File: config.mk
export PLATFORM = sky130hd
export DESIGN_NAME = two_zone_hysteresis_thermostat_flat
export DESIGN_NICKNAME = d
export VERILOG_FILES = /design/src/rtl/tzt_pkg.sv /design/src/rtl/tzt_tick_if.sv /design/src/rtl/tzt_result_if.sv /design/src/rtl/two_zone_hysteresis_thermostat.sv /design/src/flat_wrapper.sv
export SDC_FILE = /design/constraint.sdc
export NUM_CORES = 1
export LEC_CHECK = 0
export BUFFER_PORTS_ARGS = -buffer_cell sky130_fd_sc_hd__buf_4
export CAP_MARGIN = 20
export CORE_MARGIN = 2
export CORE_UTILIZATION = 60
export DETAILED_ROUTE_END_ITERATION = 8
export PLACE_DENSITY = 0.84
export SYNTH_ARGS = -nofsm -noshare
export SYNTH_HDL_FRONTEND = slang
export SYNTH_SLANG_ARGS = --single-unit
File: constraint.sdc
create_clock -name clk -period 15.3 [get_ports clk]
set_clock_uncertainty 0.2 [all_clocks]
set_input_delay 3.06 -clock clk [delete_from_list [all_inputs] [get_ports clk]]
set_output_delay 3.06 -clock clk [all_outputs]
set_load 0.1 [all_outputs]
File: src/rtl/tzt_pkg.sv
// ----------------------------------------------------------------------------
// tzt_pkg
// Shared types, constants and helpers of the two-zone hysteresis thermostat.
// ----------------------------------------------------------------------------
package tzt_pkg;

	// Register map: register n lies at byte address 4*n.
	localparam int unsigned PADDR_W = 5;
	localparam int unsigned PDATA_W = 32;

	typedef enum logic [2:0] {
		REG_BOTTOM_SETPOINT    = 3'd0,
		REG_BOTTOM_OVER        = 3'd1,
		REG_BOTTOM_UNDER       = 3'd2,
		REG_GLYCOL_SETPOINT    = 3'd3,
		REG_GLYCOL_OVER        = 3'd4,
		REG_GLYCOL_UNDER       = 3'd5,
		REG_ACTIVATION_SECONDS = 3'd6
	} reg_index_t;

	// Field widths.
	localparam int unsigned TIME_W  = 32;
	localparam int unsigned TEMP_W  = 13;
	localparam int unsigned SETP_W  = 12;
	localparam int unsigned BAND_W  = 11;
	localparam int unsigned SECS_W  = 8;
	localparam int unsigned LIMIT_W = TEMP_W + 1;
	localparam int unsigned THR_W   = 18;

	typedef logic [TIME_W-1:0]         time_ms_t;
	typedef logic signed [TEMP_W-1:0]  temp_t;
	typedef logic signed [SETP_W-1:0]  setpoint_t;
	typedef logic [BAND_W-1:0]         band_t;
	typedef logic [SECS_W-1:0]         secs_t;
	typedef logic signed [LIMIT_W-1:0] limit_t;
	typedef logic [THR_W-1:0]          thr_ms_t;

	// Readings outside this open range count as invalid.
	localparam temp_t TEMP_LOW_LIMIT  = -13'sd800;
	localparam temp_t TEMP_HIGH_LIMIT = 13'sd1920;

	localparam time_ms_t TIME_FORCED = '1;
	localparam int unsigned MS_PER_SECOND = 1000;

	// Register reset values.
	localparam setpoint_t BOTTOM_SETPOINT_RST = 12'sd1040;
	localparam band_t     BOTTOM_OVER_RST     = 11'd16;
	localparam band_t     BOTTOM_UNDER_RST    = 11'd16;
	localparam setpoint_t GLYCOL_SETPOINT_RST = 12'sd448;
	localparam band_t     GLYCOL_OVER_RST     = 11'd32;
	localparam band_t     GLYCOL_UNDER_RST    = 11'd32;
	localparam secs_t     ACTIVATION_RST      = 8'd10;

	// Whole elapsed seconds exceed secs exactly when the elapsed milliseconds
	// reach (secs + 1) * 1000, which avoids a divider on the time path.
	function automatic thr_ms_t ms_threshold(input secs_t secs);
		thr_ms_t s1;
		begin
			s1 = {{(THR_W-SECS_W){1'b0}}, secs} + thr_ms_t'(1);
			ms_threshold = thr_ms_t'(s1 * thr_ms_t'(MS_PER_SECOND));
		end
	endfunction

	// A reading is usable when present and strictly inside the limits.
	function automatic logic reading_valid(input temp_t t, input logic present);
		reading_valid = present && (t > TEMP_LOW_LIMIT) && (t < TEMP_HIGH_LIMIT);
	endfunction

	function automatic limit_t band_plus(input setpoint_t sp, input band_t b);
		band_plus = limit_t'(sp) + limit_t'({1'b0, b});
	endfunction

	function automatic limit_t band_minus(input setpoint_t sp, input band_t b);
		band_minus = limit_t'(sp) - limit_t'({1'b0, b});
	endfunction

endpackage

File: src/rtl/tzt_tick_if.sv
// ----------------------------------------------------------------------------
// tzt_tick_if
// Input channel: one time stamp and two zone readings per item.
// ----------------------------------------------------------------------------
interface tzt_tick_if;
	logic             valid;
	logic             ready;
	tzt_pkg::time_ms_t now_ms;
	tzt_pkg::temp_t   bottom_temp;
	logic             bottom_present;
	tzt_pkg::temp_t   glycol_temp;
	logic             glycol_present;

	modport source(
		output valid, now_ms, bottom_temp, bottom_present, glycol_temp, glycol_present,
		input ready
	);
	modport sink(
		input valid, now_ms, bottom_temp, bottom_present, glycol_temp, glycol_present,
		output ready
	);
endinterface

File: src/rtl/tzt_result_if.sv
// ----------------------------------------------------------------------------
// tzt_result_if
// Output channel: refresh and evaluation flags and both cooler states.
// ----------------------------------------------------------------------------
interface tzt_result_if;
	logic valid;
	logic ready;
	logic refresh_request;
	logic evaluated;
	logic bottom_cooling;
	logic glycol_cooling;

	modport source(
		output valid, refresh_request, evaluated, bottom_cooling, glycol_cooling,
		input ready
	);
	modport sink(
		input valid, refresh_request, evaluated, bottom_cooling, glycol_cooling,
		output ready
	);
endinterface

File: src/rtl/two_zone_hysteresis_thermostat.sv
// ----------------------------------------------------------------------------
// two_zone_hysteresis_thermostat
// Bang-bang control of two cooling zones with hysteresis and timed evaluation.
// ----------------------------------------------------------------------------
// The block takes one item per clock cycle unless the result register is
// stalled. The item is captured in an input register, the elapsed-time
// compares and the hysteresis rules run combinationally against the stored
// time stamps and cooler states, and the outcome lands in the result register
// as the state registers update, so each item sees the state the one before
// left; a stalled result register holds the input register, and the input
// side stops taking items only when both are full. The user must write
// configuration through the APB port only while no item is in flight; the
// block does not enforce this. The refresh and evaluation thresholds in
// milliseconds are worked out when activation_seconds is written.
module two_zone_hysteresis_thermostat (
	input  logic                          clk,
	input  logic                          arst_n,
	tzt_tick_if.sink                      tick,
	tzt_result_if.source                  result,
	input  logic                          psel,
	input  logic                          penable,
	input  logic                          pwrite,
	input  logic [tzt_pkg::PADDR_W-1:0]   paddr,
	input  logic [tzt_pkg::PDATA_W-1:0]   pwdata,
	output logic [tzt_pkg::PDATA_W-1:0]   prdata,
	output logic                          pready
);

	// Configuration registers.
	tzt_pkg::setpoint_t bottom_setpoint_q;
	tzt_pkg::band_t     bottom_over_q;
	tzt_pkg::band_t     bottom_under_q;
	tzt_pkg::setpoint_t glycol_setpoint_q;
	tzt_pkg::band_t     glycol_over_q;
	tzt_pkg::band_t     glycol_under_q;
	tzt_pkg::secs_t     activation_q;
	tzt_pkg::thr_ms_t   thr_eval_q;
	tzt_pkg::thr_ms_t   thr_refresh_q;

	tzt_pkg::reg_index_t reg_idx;
	logic                cfg_wr;

	// Input stage.
	logic              v_s1;
	tzt_pkg::time_ms_t now_s1;
	tzt_pkg::temp_t    bt_s1;
	logic              bp_s1;
	tzt_pkg::temp_t    gt_s1;
	logic              gp_s1;

	// Controller state.
	tzt_pkg::time_ms_t last_refresh_q;
	tzt_pkg::time_ms_t last_eval_q;
	logic              bottom_on_q;
	logic              glycol_on_q;

	// Result register.
	logic out_v_q;
	logic refresh_q;
	logic eval_q;
	logic bottom_cool_q;
	logic glycol_cool_q;

	logic              advance;
	logic              forced;
	tzt_pkg::time_ms_t since_refresh;
	tzt_pkg::time_ms_t since_eval;
	logic              do_refresh;
	logic              do_eval;
	logic              bottom_ok;
	logic              glycol_ok;
	logic              bottom_next;
	logic              glycol_next;

	assign pready  = 1'b1;
	assign reg_idx = tzt_pkg::reg_index_t'(paddr[tzt_pkg::PADDR_W-1:2]);
	assign cfg_wr  = psel && penable && pwrite && pready;

	always_ff @(posedge clk or negedge arst_n) begin
		if (!arst_n) begin
			bottom_setpoint_q <= tzt_pkg::BOTTOM_SETPOINT_RST;
			bottom_over_q     <= tzt_pkg::BOTTOM_OVER_RST;
			bottom_under_q    <= tzt_pkg::BOTTOM_UNDER_RST;
			glycol_setpoint_q <= tzt_pkg::GLYCOL_SETPOINT_RST;
			glycol_over_q     <= tzt_pkg::GLYCOL_OVER_RST;
			glycol_under_q    <= tzt_pkg::GLYCOL_UNDER_RST;
			activation_q      <= tzt_pkg::ACTIVATION_RST;
			thr_eval_q        <= tzt_pkg::ms_threshold(tzt_pkg::ACTIVATION_RST);
			thr_refresh_q     <= tzt_pkg::ms_threshold(tzt_pkg::ACTIVATION_RST >> 1);
		end else if (cfg_wr) begin
			case (reg_idx)
				tzt_pkg::REG_BOTTOM_SETPOINT: begin
					bottom_setpoint_q <= tzt_pkg::setpoint_t'(pwdata[tzt_pkg::SETP_W-1:0]);
				end
				tzt_pkg::REG_BOTTOM_OVER: begin
					bottom_over_q <= pwdata[tzt_pkg::BAND_W-1:0];
				end
				tzt_pkg::REG_BOTTOM_UNDER: begin
					bottom_under_q <= pwdata[tzt_pkg::BAND_W-1:0];
				end
				tzt_pkg::REG_GLYCOL_SETPOINT: begin
					glycol_setpoint_q <= tzt_pkg::setpoint_t'(pwdata[tzt_pkg::SETP_W-1:0]);
				end
				tzt_pkg::REG_GLYCOL_OVER: begin
					glycol_over_q <= pwdata[tzt_pkg::BAND_W-1:0];
				end
				tzt_pkg::REG_GLYCOL_UNDER: begin
					glycol_under_q <= pwdata[tzt_pkg::BAND_W-1:0];
				end
				tzt_pkg::REG_ACTIVATION_SECONDS: begin
					activation_q  <= pwdata[tzt_pkg::SECS_W-1:0];
					thr_eval_q    <= tzt_pkg::ms_threshold(pwdata[tzt_pkg::SECS_W-1:0]);
					thr_refresh_q <= tzt_pkg::ms_threshold({1'b0, pwdata[tzt_pkg::SECS_W-1:1]});
				end
				default: begin
				end
			endcase
		end
	end

	always_comb begin
		prdata = '0;
		case (reg_idx)
			tzt_pkg::REG_BOTTOM_SETPOINT:    prdata[tzt_pkg::SETP_W-1:0] = bottom_setpoint_q;
			tzt_pkg::REG_BOTTOM_OVER:        prdata[tzt_pkg::BAND_W-1:0] = bottom_over_q;
			tzt_pkg::REG_BOTTOM_UNDER:       prdata[tzt_pkg::BAND_W-1:0] = bottom_under_q;
			tzt_pkg::REG_GLYCOL_SETPOINT:    prdata[tzt_pkg::SETP_W-1:0] = glycol_setpoint_q;
			tzt_pkg::REG_GLYCOL_OVER:        prdata[tzt_pkg::BAND_W-1:0] = glycol_over_q;
			tzt_pkg::REG_GLYCOL_UNDER:       prdata[tzt_pkg::BAND_W-1:0] = glycol_under_q;
			tzt_pkg::REG_ACTIVATION_SECONDS: prdata[tzt_pkg::SECS_W-1:0] = activation_q;
			default:                         prdata = '0;
		endcase
	end

	// The input stage moves on whenever the result register is free or
	// being emptied in this cycle.
	assign advance    = v_s1 && (!out_v_q || result.ready);
	assign tick.ready = !v_s1 || advance;

	always_ff @(posedge clk or negedge arst_n) begin
		if (!arst_n) begin
			v_s1 <= 1'b0;
		end else if (tick.ready) begin
			v_s1 <= tick.valid;
		end
	end

	always_ff @(posedge clk) begin
		if (tick.valid && tick.ready) begin
			now_s1 <= tick.now_ms;
			bt_s1  <= tick.bottom_temp;
			bp_s1  <= tick.bottom_present;
			gt_s1  <= tick.glycol_temp;
			gp_s1  <= tick.glycol_present;
		end
	end

	// Elapsed times wrap modulo 2^32.
	assign forced        = (now_s1 == tzt_pkg::TIME_FORCED);
	assign since_refresh = now_s1 - last_refresh_q;
	assign since_eval    = now_s1 - last_eval_q;
	assign do_refresh    = forced || (since_refresh >= tzt_pkg::time_ms_t'(thr_refresh_q));
	assign do_eval       = forced || (since_eval >= tzt_pkg::time_ms_t'(thr_eval_q));

	assign bottom_ok = tzt_pkg::reading_valid(bt_s1, bp_s1);
	assign glycol_ok = tzt_pkg::reading_valid(gt_s1, gp_s1);

	// The start and stop bands cannot overlap, so one compare per state
	// suffices. The bottom zone stops at the lower bound, the glycol zone
	// only below it.
	always_comb begin
		bottom_next = bottom_on_q;
		glycol_next = glycol_on_q;
		if (do_eval && bottom_ok) begin
			if (!bottom_on_q) begin
				bottom_next = tzt_pkg::limit_t'(bt_s1) >
					tzt_pkg::band_plus(bottom_setpoint_q, bottom_over_q);
			end else begin
				bottom_next = !(tzt_pkg::limit_t'(bt_s1) <=
					tzt_pkg::band_minus(bottom_setpoint_q, bottom_under_q));
			end
		end
		if (do_eval && glycol_ok) begin
			if (!glycol_on_q) begin
				glycol_next = tzt_pkg::limit_t'(gt_s1) >
					tzt_pkg::band_plus(glycol_setpoint_q, glycol_over_q);
			end else begin
				glycol_next = !(tzt_pkg::limit_t'(gt_s1) <
					tzt_pkg::band_minus(glycol_setpoint_q, glycol_under_q));
			end
		end
	end

	always_ff @(posedge clk or negedge arst_n) begin
		if (!arst_n) begin
			last_refresh_q <= '0;
			last_eval_q    <= '0;
			bottom_on_q    <= 1'b0;
			glycol_on_q    <= 1'b0;
		end else if (advance) begin
			if (do_refresh) begin
				last_refresh_q <= now_s1;
			end
			if (do_eval) begin
				last_eval_q <= now_s1;
			end
			bottom_on_q <= bottom_next;
			glycol_on_q <= glycol_next;
		end
	end

	always_ff @(posedge clk or negedge arst_n) begin
		if (!arst_n) begin
			out_v_q <= 1'b0;
		end else if (advance) begin
			out_v_q <= 1'b1;
		end else if (result.ready) begin
			out_v_q <= 1'b0;
		end
	end

	always_ff @(posedge clk) begin
		if (advance) begin
			refresh_q     <= do_refresh;
			eval_q        <= do_eval;
			bottom_cool_q <= bottom_next;
			glycol_cool_q <= glycol_next;
		end
	end

	assign result.valid           = out_v_q;
	assign result.refresh_request = refresh_q;
	assign result.evaluated       = eval_q;
	assign result.bottom_cooling  = bottom_cool_q;
	assign result.glycol_cooling  = glycol_cool_q;

endmodule

File: src/flat_wrapper.sv
// flat-port wrapper written by rule: the top's interface ports become plain ports
module two_zone_hysteresis_thermostat_flat 
  (clk, arst_n, psel, penable, pwrite, paddr, pwdata, prdata, pready, tick_valid, tick_now_ms, tick_bottom_temp, tick_bottom_present, tick_glycol_temp, tick_glycol_present, tick_ready, result_valid, result_refresh_request, result_evaluated, result_bottom_cooling, result_glycol_cooling, result_ready);
  tzt_tick_if tick_i ();
  tzt_result_if result_i ();
  input  logic clk;
  input  logic arst_n;
  input  logic psel;
  input  logic penable;
  input  logic pwrite;
  input  logic [tzt_pkg::PADDR_W-1:0] paddr;
  input  logic [tzt_pkg::PDATA_W-1:0] pwdata;
  output logic [tzt_pkg::PDATA_W-1:0] prdata;
  output logic pready;
  input wire logic [$bits(tick_i.valid)-1:0] tick_valid;
  input wire logic [$bits(tick_i.now_ms)-1:0] tick_now_ms;
  input wire logic [$bits(tick_i.bottom_temp)-1:0] tick_bottom_temp;
  input wire logic [$bits(tick_i.bottom_present)-1:0] tick_bottom_present;
  input wire logic [$bits(tick_i.glycol_temp)-1:0] tick_glycol_temp;
  input wire logic [$bits(tick_i.glycol_present)-1:0] tick_glycol_present;
  output wire logic [$bits(tick_i.ready)-1:0] tick_ready;
  output wire logic [$bits(result_i.valid)-1:0] result_valid;
  output wire logic [$bits(result_i.refresh_request)-1:0] result_refresh_request;
  output wire logic [$bits(result_i.evaluated)-1:0] result_evaluated;
  output wire logic [$bits(result_i.bottom_cooling)-1:0] result_bottom_cooling;
  output wire logic [$bits(result_i.glycol_cooling)-1:0] result_glycol_cooling;
  input wire logic [$bits(result_i.ready)-1:0] result_ready;
  assign tick_i.valid = tick_valid;
  assign tick_i.now_ms = tick_now_ms;
  assign tick_i.bottom_temp = tick_bottom_temp;
  assign tick_i.bottom_present = tick_bottom_present;
  assign tick_i.glycol_temp = tick_glycol_temp;
  assign tick_i.glycol_present = tick_glycol_present;
  assign tick_ready = tick_i.ready;
  assign result_valid = result_i.valid;
  assign result_refresh_request = result_i.refresh_request;
  assign result_evaluated = result_i.evaluated;
  assign result_bottom_cooling = result_i.bottom_cooling;
  assign result_glycol_cooling = result_i.glycol_cooling;
  assign result_i.ready = result_ready;
  two_zone_hysteresis_thermostat u_core (.clk(clk), .arst_n(arst_n), .tick(tick_i), .result(result_i), .psel(psel), .penable(penable), .pwrite(pwrite), .paddr(paddr), .pwdata(pwdata), .prdata(prdata), .pready(pready));
endmodule
==> flow_metrics.env <==
export IMPL_hold_start="u_core.thr_refresh_q[4]$_DFFE_PN1P_"
export IMPL_clock_latency_ns=0.56
export IMPL_synth_xor_area_share_pct=5.08
export IMPL_drtAntennaViolNets=0
export IMPL_rows=66
export IMPL_drtIter0Drc=1019
export IMPL_wl_met2_um=25100
export IMPL_dr_pass1_iters=5
export IMPL_worstPathRequired_ns=12.04
export IMPL_fp_dieH_um=187
export IMPL_cts_buffers=29
export IMPL_syn_avg_cell_area_sq_um=9.51
export IMPL_hold_viol_final=0
export IMPL_fp_dieW_um=187
export IMPL_grt_max_degree=99
export IMPL_max_stage_delay_ns=0.52
export IMPL_crit_path_end_kind="primary output"
export IMPL_post_cts_buffers=0
export IMPL_critPathKind="input pin to primary output"
export IMPL_p_per_area_mw_per_mm2=154
export IMPL_final_nets=2587
export IMPL_ys_ff_latch=238
export IMPL_wl_met1_um=20800
export IMPL_dpl_hpwl_um=38400
export IMPL_synthArstFlopShare_pct=73.1
export IMPL_crit_reg2reg_launch="u_core.now_s1[7]$_DFFE_PP_"
export IMPL_synthMuxAreaShare_pct=7.49
export IMPL_cts_hold_buffers=0
export IMPL_drv_cap=0
export IMPL_multi_input_area_sq_mm=0.0125
export IMPL_grt_pass1_wl_um=82100
export IMPL_hp_class="flip-flop to flip-flop"
export IMPL_grt_pass1_vias=16300
export IMPL_fin_crit_sh_pct=52.6
export IMPL_antenna_found_initial=0
export IMPL_path_buf_inv=2
export IMPL_synthFlopType="dfrtp_1"
export IMPL_routedWlPerCell_um=19.0
export IMPL_p_leak_uw=0.0103
export IMPL_cts_resized=0
export IMPL_dr_max_layer_used="met4"
export IMPL_start_util_pct=61.1
export IMPL_area_growth_pct=10.4
export IMPL_ios=143
export IMPL_vias=15900
export IMPL_rsz0062_at_grt="false"
export IMPL_finalPower_uw=3390
export IMPL_path_clk_slew_ns=0.06
export IMPL_regArea_sq_mm=0.00631
export IMPL_fin_crit_ns=8.05
export IMPL_synth_edff_count=64
export IMPL_design_area_sq_mm=0.0221
export IMPL_clock_path_buffers=3
export IMPL_wirelength_um=50100
export IMPL_finalSetupViolCount=0
export IMPL_slew_violations=0
export IMPL_rr_worst_depth=18
export IMPL_yosysSeqAreaShare_pct=31.6
export IMPL_yosysWarningCount=0
export IMPL_syn_area_sq_mm=0.0200
export IMPL_globalRouteOverflowTotal=0
export IMPL_ys_types=82
export IMPL_crit_slowest_cell="nor2b_1"
export IMPL_tns_ns=0
export IMPL_min_to="u_core.thr_refresh_q[4]$_DFFE_PN1P_"
export IMPL_crit_family="buffers and inverters"
export IMPL_grt_use_total_pct=28.8
export IMPL_num_antenna_cells=0
export IMPL_cp_start_kind="input pin"
export IMPL_fin_util_pct=67.5
export IMPL_drc_errors=0
export IMPL_cts_root_buffer_cell="clkbuf_16"
export IMPL_ir_drop_uv=99.7
export IMPL_portBuffers=99
export IMPL_synth_compound_area_share_pct=15.5
export IMPL_core_sq_mm=0.0327
export IMPL_vias_per_cell=6.02
export IMPL_timing_max_slew_rel_slack_pct=23.9
export IMPL_hold_depth=2
export IMPL_status="finished clean"
export IMPL_arrival_ns=4.79
export IMPL_r2r_end="u_core.last_eval_q[0]$_DFFE_PN0P_"
export IMPL_synthAdderAreaFrac_pct=21.5
export IMPL_numClockSinks=238
export IMPL_drive_gt1_share_pct=12.9
export IMPL_netlist_instances=2101
export IMPL_place_area_sq_mm=0.0210
export IMPL_gp_congestion=0.878
export IMPL_crit_top_cell="buf_4"
export IMPL_cts_tree="done"
export IMPL_synthSimpleGateAreaFrac_pct=12.3
export IMPL_die_area_sq_mm=0.0348
export IMPL_ctsHtreeMaxLevel=1
export IMPL_crit_chain="buf_4 > nor2b_1 > a21oi_1 > o21ai_0 > buf_4"
export IMPL_wl_met3_um=2270
export IMPL_max_freq_ghz=0.124
export IMPL_path_max_fanout=34
export IMPL_regToRegSetupSlack_ns=9.14
export IMPL_fill_cells=2478
export IMPL_synth_top_family_by_area="adder cells"
export IMPL_worst_pin_slew_ns=1.14
-- layout make-up --
type	count	area share [%]
Multi-Input combinational cell	1564	56.5
Sequential cell	238	28.6
Clock buffer	39	3.93
Inverter	231	3.93
Timing Repair Buffer	107	3.82
Tap cell	442	2.51
Clock inverter	14	0.760
-- metrics by stage --
| stage | instances | hold WS (ns) | worst slack [ns] |
|---|---|---|---|
| after global routing | 2635 | 0.299 | 7.09 |
| after CTS | 2633 | 0.282 | 7.27 |
| final | 2635 | 0.279 | 7.25 |
| after global placement | 2578 | 0.266 | 6.99 |
| after detailed placement | 2580 | 0.272 | 6.81 |
| after floorplan | 2120 | 0.250 | 5.43 |
-- routing by layer --
layer | track usage [%] | up-vias
met3 | 3.16 | 114
met5 | 0 | -
met2 | 51.7 | 468
met1 | 35.9 | 7712
li1 | - | 7567
met4 | 10.7 | 0
-- Yosys cell counts, drive strengths merged, types with 13 or more instances --
cell type | instances | share of area [%]
buf | 40 | 1.3
nor3 | 19 | 0.48
or3 | 16 | 0.50
nand4 | 31 | 0.97
nor2 | 90 | 1.7
clkbuf | 47 | 0.88
nand2 | 156 | 2.9
fa | 52 | 5.2
o21a | 20 | 0.75
nand3 | 52 | 1.3
o21ai | 155 | 3.9
nor2b | 25 | 0.78
dfrtp | 148 | 19
a21o | 37 | 1.4
edfxtp | 64 | 9.6
nor4 | 13 | 0.41
inv | 231 | 4.3
a21oi | 144 | 3.6
xor2 | 39 | 1.7
dfstp | 26 | 3.4
mux2 | 101 | 5.7
mux2i | 18 | 0.90
xnor2 | 77 | 3.4
ha | 260 | 16
nand2b | 31 | 0.97
o211ai | 14 | 0.53
o21bai | 24 | 0.90
-- worst reg2reg max path: stages, from the launching register on --
cell and delay, ns:
edfxtp_1 0.55, ha_1 0.45, and3_1 0.29, nand3_1 0.10
o21ai_1 0.46, o21ai_0 0.26, o21ai_0 0.41, a21oi_1 0.15
xnor2_1 0.24, ha_1 0.30, a221o_1 0.41, a211oi_1 0.23
o2111ai_1 0.15, nor4_1 0.20, nand4b_1 0.13, nor4_1 0.61
a31oi_4 0.15, buf_4 0.33, mux2_1 0.44
-- how the worst max path moves through the flow --
stage                   start                                 to  slack (ns)  depth (start not counted)
global route        pwdata[1]  u_core.thr_eval_q[16]$_DFFE_PN0P_        7.09                         20
detailed placement  pwdata[1]  u_core.thr_eval_q[16]$_DFFE_PN0P_        6.81                         20
global placement    pwdata[1]  u_core.thr_eval_q[16]$_DFFE_PN0P_        6.99                         20
finish               paddr[2]                          prdata[1]        7.25                          5
CTS                  paddr[2]                          prdata[0]        7.27                          5
floorplan            paddr[2]                          prdata[0]        5.43                          6
-- registers in the layout (all words and copies together) (netlist names), 11 cells and up --
name / count
u_core.bottom_setpoint_q: 12
u_core.last_eval_q: 32
u_core.glycol_under_q: 11
u_core.thr_eval_q: 15
u_core.gt_s1: 13
u_core.bottom_over_q: 11
u_core.now_s1: 32
u_core.thr_refresh_q: 15
u_core.bt_s1: 13
u_core.last_refresh_q: 32
u_core.bottom_under_q: 11
u_core.glycol_over_q: 11
u_core.glycol_setpoint_q: 12
-- cell families after synthesis --
kind of cell	count (synthesis)
flops	238
compound gates	495
fa+ha+maj	312
mux	127
xor+xnor	116
buf+inv	318
other cells	2
simple gates	493
-- power by group --
part / internal, uW / total (uW) / switching (uW)
registers: 787 / 882 / 95.1
logic: 744 / 1770 / 1030
clock network: 449 / 734 / 284
total: 1980 / 3390 / 1410
-- cells in the final DEF (no fill, tap or decap), types with 24 or more instances in the layout --
master / n
xor2_1: 39
xnor2_1: 77
ha_1: 260
nand2b_1: 31
nor2_1: 90
mux2_2: 68
inv_1: 231
o21ai_0: 127
o21ai_1: 28
nand3_1: 52
nand4_1: 31
a21o_1: 37
clkbuf_16: 32
fa_1: 52
dfrtp_1: 148
nand2_1: 156
nor2b_1: 25
buf_4: 103
a21oi_1: 144
o21bai_1: 24
dfstp_2: 26
mux2_1: 33
edfxtp_1: 64
(Power assumes the default switching activity.)
